--- src/rtl/pfsmd_pkg.sv ---
// Shared types, constants and the error-share helper function of the mono dither block.
`timescale 1ns / 1ps

package pfsmd_pkg;

    localparam int DEF_MAX_WIDTH     = 1024;
    localparam int DEF_SCREEN_WIDTH  = 400;
    localparam int DEF_SCREEN_HEIGHT = 240;
    localparam int DEF_ROW_BYTES     = 50;

    localparam int HEIGHT_LIMIT = 1024;
    localparam int ROW_W        = 10;
    localparam int HEIGHT_W     = 11;
    localparam int CFG_DW       = 11;
    localparam int CFG_IW       = 3;
    localparam int ERR_W        = 9;
    localparam int SHARE_W      = ERR_W + 4;
    localparam int SHARE_SHIFT  = 4;

    localparam int LUM_SUM_W = 18;
    localparam int LUM_DIV   = 1000;
    localparam int LUM_SHIFT = 28;
    localparam int RECIP_W   = 19;
    localparam logic [RECIP_W-1:0] LUM_RECIP =
        RECIP_W'(((1 << LUM_SHIFT) + LUM_DIV - 1) / LUM_DIV);
    localparam logic [9:0] LUM_R = 10'd299;
    localparam logic [9:0] LUM_G = 10'd587;
    localparam logic [9:0] LUM_B = 10'd114;

    localparam logic [7:0] THRESHOLD   = 8'd128;
    localparam logic [7:0] WHITE_LEVEL = 8'd255;

    localparam logic [2:0] SHARE_RIGHT      = 3'd7;
    localparam logic [2:0] SHARE_DOWN_LEFT  = 3'd3;
    localparam logic [2:0] SHARE_DOWN       = 3'd5;
    localparam logic [2:0] SHARE_DOWN_RIGHT = 3'd1;

    localparam logic KIND_PALETTE = 1'b0;
    localparam logic KIND_PIXEL   = 1'b1;

    localparam logic [10:0] RST_ORIGIN_X     = 11'd40;
    localparam logic [10:0] RST_ORIGIN_Y     = 11'd20;
    localparam logic [8:0]  RST_SHAKE_Y      = 9'd0;
    localparam logic [10:0] RST_IMAGE_WIDTH  = 11'd320;
    localparam logic [10:0] RST_IMAGE_HEIGHT = 11'd200;

    typedef enum logic [CFG_IW-1:0] {
        CFG_ORIGIN_X     = 3'd0,
        CFG_ORIGIN_Y     = 3'd1,
        CFG_SHAKE_Y      = 3'd2,
        CFG_IMAGE_WIDTH  = 3'd3,
        CFG_IMAGE_HEIGHT = 3'd4
    } t_cfg_reg;

    typedef struct packed {
        logic       kind;
        logic [7:0] palette_index;
        logic [7:0] red;
        logic [7:0] green;
        logic [7:0] blue;
        logic [7:0] color_index;
    } t_in_item;

    typedef struct packed {
        logic        pixel_white;
        logic        in_bounds;
        logic [13:0] byte_address;
        logic [2:0]  bit_position;
        logic        last_in_frame;
    } t_out_item;

    // Share of the error, weight/16, with the quotient truncated toward zero.
    function automatic logic signed [ERR_W-1:0] err_share(
        input logic signed [ERR_W-1:0] err,
        input logic [2:0]              weight
    );
        logic signed [SHARE_W-1:0] prod;
        prod = err * $signed({1'b0, weight});
        if (prod < 0) begin
            prod = prod + signed'(SHARE_W'(15));
        end
        return ERR_W'(prod >>> SHARE_SHIFT);
    endfunction

endpackage

--- src/rtl/pfsmd_err_ram.sv ---
// One bank of an error row buffer: one write port and one registered read port.
`timescale 1ns / 1ps

module pfsmd_err_ram import pfsmd_pkg::*; #(
    parameter int DEPTH = 342,
    localparam int AW = $clog2(DEPTH)
) (
    input  logic             i_clk,
    input  logic             i_we,
    input  logic [AW-1:0]    i_waddr,
    input  logic [ERR_W-1:0] i_wdata,
    input  logic             i_re,
    input  logic [AW-1:0]    i_raddr,
    output logic [ERR_W-1:0] o_rdata
);

    logic [ERR_W-1:0] r_mem [DEPTH];
    logic [ERR_W-1:0] r_rdata;

    always_ff @(posedge i_clk) begin
        if (i_we) begin
            r_mem[i_waddr] <= i_wdata;
        end
        if (i_re) begin
            r_rdata <= r_mem[i_raddr];
        end
    end

    assign o_rdata = r_rdata;

endmodule

--- config.mk ---
export PLATFORM = sky130hd
export DESIGN_NAME = pfsmd_err_ram
export DESIGN_NICKNAME = d
export VERILOG_FILES = /design/src/rtl/pfsmd_pkg.sv /design/src/rtl/pfsmd_err_ram.sv
export SDC_FILE = /design/constraint.sdc
export NUM_CORES = 2
export LEC_CHECK = 0
export BUFFER_PORTS_ARGS = -buffer_cell sky130_fd_sc_hd__buf_2
export CAP_MARGIN = 20
export CORE_MARGIN = 4
export CORE_UTILIZATION = 50
export DETAILED_ROUTE_END_ITERATION = 12
export PLACE_DENSITY_LB_ADDON = 0.3
export SLEW_MARGIN = 20
export SYNTH_ARGS = -nofsm -noshare
export SYNTH_HDL_FRONTEND = slang
export SYNTH_SLANG_ARGS = --single-unit
--- constraint.sdc ---
create_clock -name i_clk -period 6.71 [get_ports i_clk]
set_input_delay 0.671 -clock i_clk [delete_from_list [all_inputs] [get_ports i_clk]]
set_output_delay 0.671 -clock i_clk [all_outputs]
set_load 0.05 [all_outputs]
==> flow_summary.ini <==
[drt]
wl_per_cell_um = 34.2
via_count = 59200
viasPerCell = 6.54
drtIter0Drc = 8628
routed_wl_mm = 310
dr.pass1.iters = 8
ant_nets = 0
drc = 0

[synth]
syn-num-nets = 5516
synth_ff_type = edfxtp_1
ys_seq_area_frac = 0.772
ys_warn_count = 0
async_reset_ff_frac = 0
syn-cell-area_um2 = 120000
ys_ff_latch = 3087
syn-instance-count = 5486
syn_avg_cell_area_um2 = 21.9
yosysUniqueCellTypes = 66
synth_edf_count = 3087

[die]
io_pins = 39
die-height_um = 498
die_x_um = 498
start_util = 0.504
rows = 179
die-area_um2 = 248000
design.core.area_um2 = 238000

[cells_and_area]
drive_above_1_share = 0.236
final_common_cell = edfxtp_1
stdcell_area_um2 = 134000
syn_to_final_growth_pct = 11.5
final_cell_mix = edfxtp_1, mux4_2, nor2_1
layout.nets = 5672

[timing]
clock_skew_ps = 50.1
setup_slack_ps = 2520
relSlewSlack = 0.126
fmax_mhz = 239
fin_crit_sh = 0.625
final_hold_viol_count = 0
tightest_slew_ps = 1310
rsz0062_at_grt = false
tns_ps = 0
slew_viol_final = 0
setup_viol = 0
min_period_ps = 4190

[global_route]
grtUsageTotal = 0.248
grt_pass1_vias = 58000
grt_max_degree = 205
grt_remaining_overflow = 0
antenna_found_initial = 19
grt_first_pass_wirelength_mm = 440

[setup_path]
crit_chain = buf_8 -> buf_12 -> and2_1 -> a221oi_1 -> nor3b_1 -> or4_1 -> nor4_2 -> o221ai_1 -> nand4_1
critPathCaptureType = flip-flop
r2r_start = r_mem[164][4]
slowest_stage = and2_1
cp.buffers_inverters = 2
startpoint = i_raddr[1]
max_stage_delay_ps = 880
crit_required_ps = 7490
arrival_ps = 4970
startpoint_type = input port
cp_top_family = simple AND/OR/NAND/NOR gates
crit_type = in2reg
crit_fanout = 77

[cts]
cts_resized = 0
clk_pin_slew_worst_paths_ps = 60
clkLatencyLatePin_ps = 930
cts_buffer_depth = 4
numCtsBuffers = 324
clock_sinks = 3087
cts.htree.levels = 5
cts-hold-fix-buffers = 0
post_cts_buffers = 0
cts_tree = done
cts-root-buf = clkbuf_16

[power]
power_density_nw_per_um2 = 304
total_power_mw = 40.7
peakVddDrop_mv = 0.238
leakage_nw = 41.3

[run_status]
status = finished clean

[hold_path]
hold_class = in2reg
hp-start = i_wdata[2]

[run]
drv_cap = 0

[placement]
routabilityCongestion = 0.872
numPortBuffers = 38
place_area_um2 = 123000
hpwl_mm = 182
pre_cts_ws_ps = 1710
worst paths after layout:
check | end | cells after the start | slack, ps
worst max register to register | o_rdata[4] | 8 | 3640
worst max-delay path | o_rdata[3] | 9 | 2520
worst min-delay path | r_mem[224][2] | 1 | 200
worst min register to register | o_rdata[5] | 7 | 1140
cells in the mapped netlist, types with 40 or more instances:
| cell type | count | share of area |
|---|---|---|
| a21oi_1 | 57 | 0.0024 |
| a22oi_1 | 74 | 0.0046 |
| buf_2 | 53 | 0.0022 |
| buf_4 | 46 | 0.0029 |
| buf_6 | 53 | 0.0050 |
| clkbuf_1 | 132 | 0.0041 |
| edfxtp_1 | 3087 | 0.77 |
| mux2i_1 | 197 | 0.016 |
| mux4_1 | 50 | 0.011 |
| mux4_2 | 692 | 0.13 |
| nand2_1 | 134 | 0.0042 |
| nor2_1 | 382 | 0.012 |
| o21ai_0 | 48 | 0.0020 |
| o221ai_1 | 40 | 0.0029 |
| o22ai_1 | 60 | 0.0031 |
layout make-up:
cell class / instances / area, um^2
fillers: 17400 / 105000
flip-flops and latches: 3087 / 92700
multi-input cells: 2066 / 25300
clock buffers: 381 / 8470
well taps: 3167 / 3960
clock inverters: 182 / 1780
repair buffers: 158 / 1530
diodes: 13 / 32.5
inverters: 5 / 26.3
state kept, by name (all words and copies together), names as in the netlist:
signal   flops
r_mem     3078
o_rdata      9
power breakdown:
group	switching, mW	leakage [nW]	internal [mW]
combinational	1.30	8.56	0.639
sequential	0.0202	27.7	21.2
clock	7.24	4.99	10.3
through the flow:
step,hold slack [ps],instances,utilization
6_report,200,9059,0.561
5_1_grt,170,9051,0.561
4_1_cts,160,9038,0.561
3_5_place_dp,1100,8475,0.518
3_3_place_gp,1080,8472,0.518
2_1_floorplan,770,5486,-
kinds of logic (layout without fill, tap and decap cells):
group                  count (synthesis)  in the layout  share of synthesized area
AO/OA/AOI/OAI                        422            422                     0.0249
flip-flops                          3087           3087                      0.772
multiplexers                         974            974                      0.161
AND/OR/NAND/NOR                      670            670                     0.0240
other                                  0             13                          0
buffers and inverters                333            726                     0.0182
metal layers:
layer  vias to the layer above  global-route usage  wire length (um)
met1                     31700               0.350            120000
met4                         4              0.0949             12700
li1                      23500                   -                 -
met5                         -                   0                23
met2                      3394               0.388            148000
met3                       646              0.0492             28800
Power figures use the tool's default switching activity.
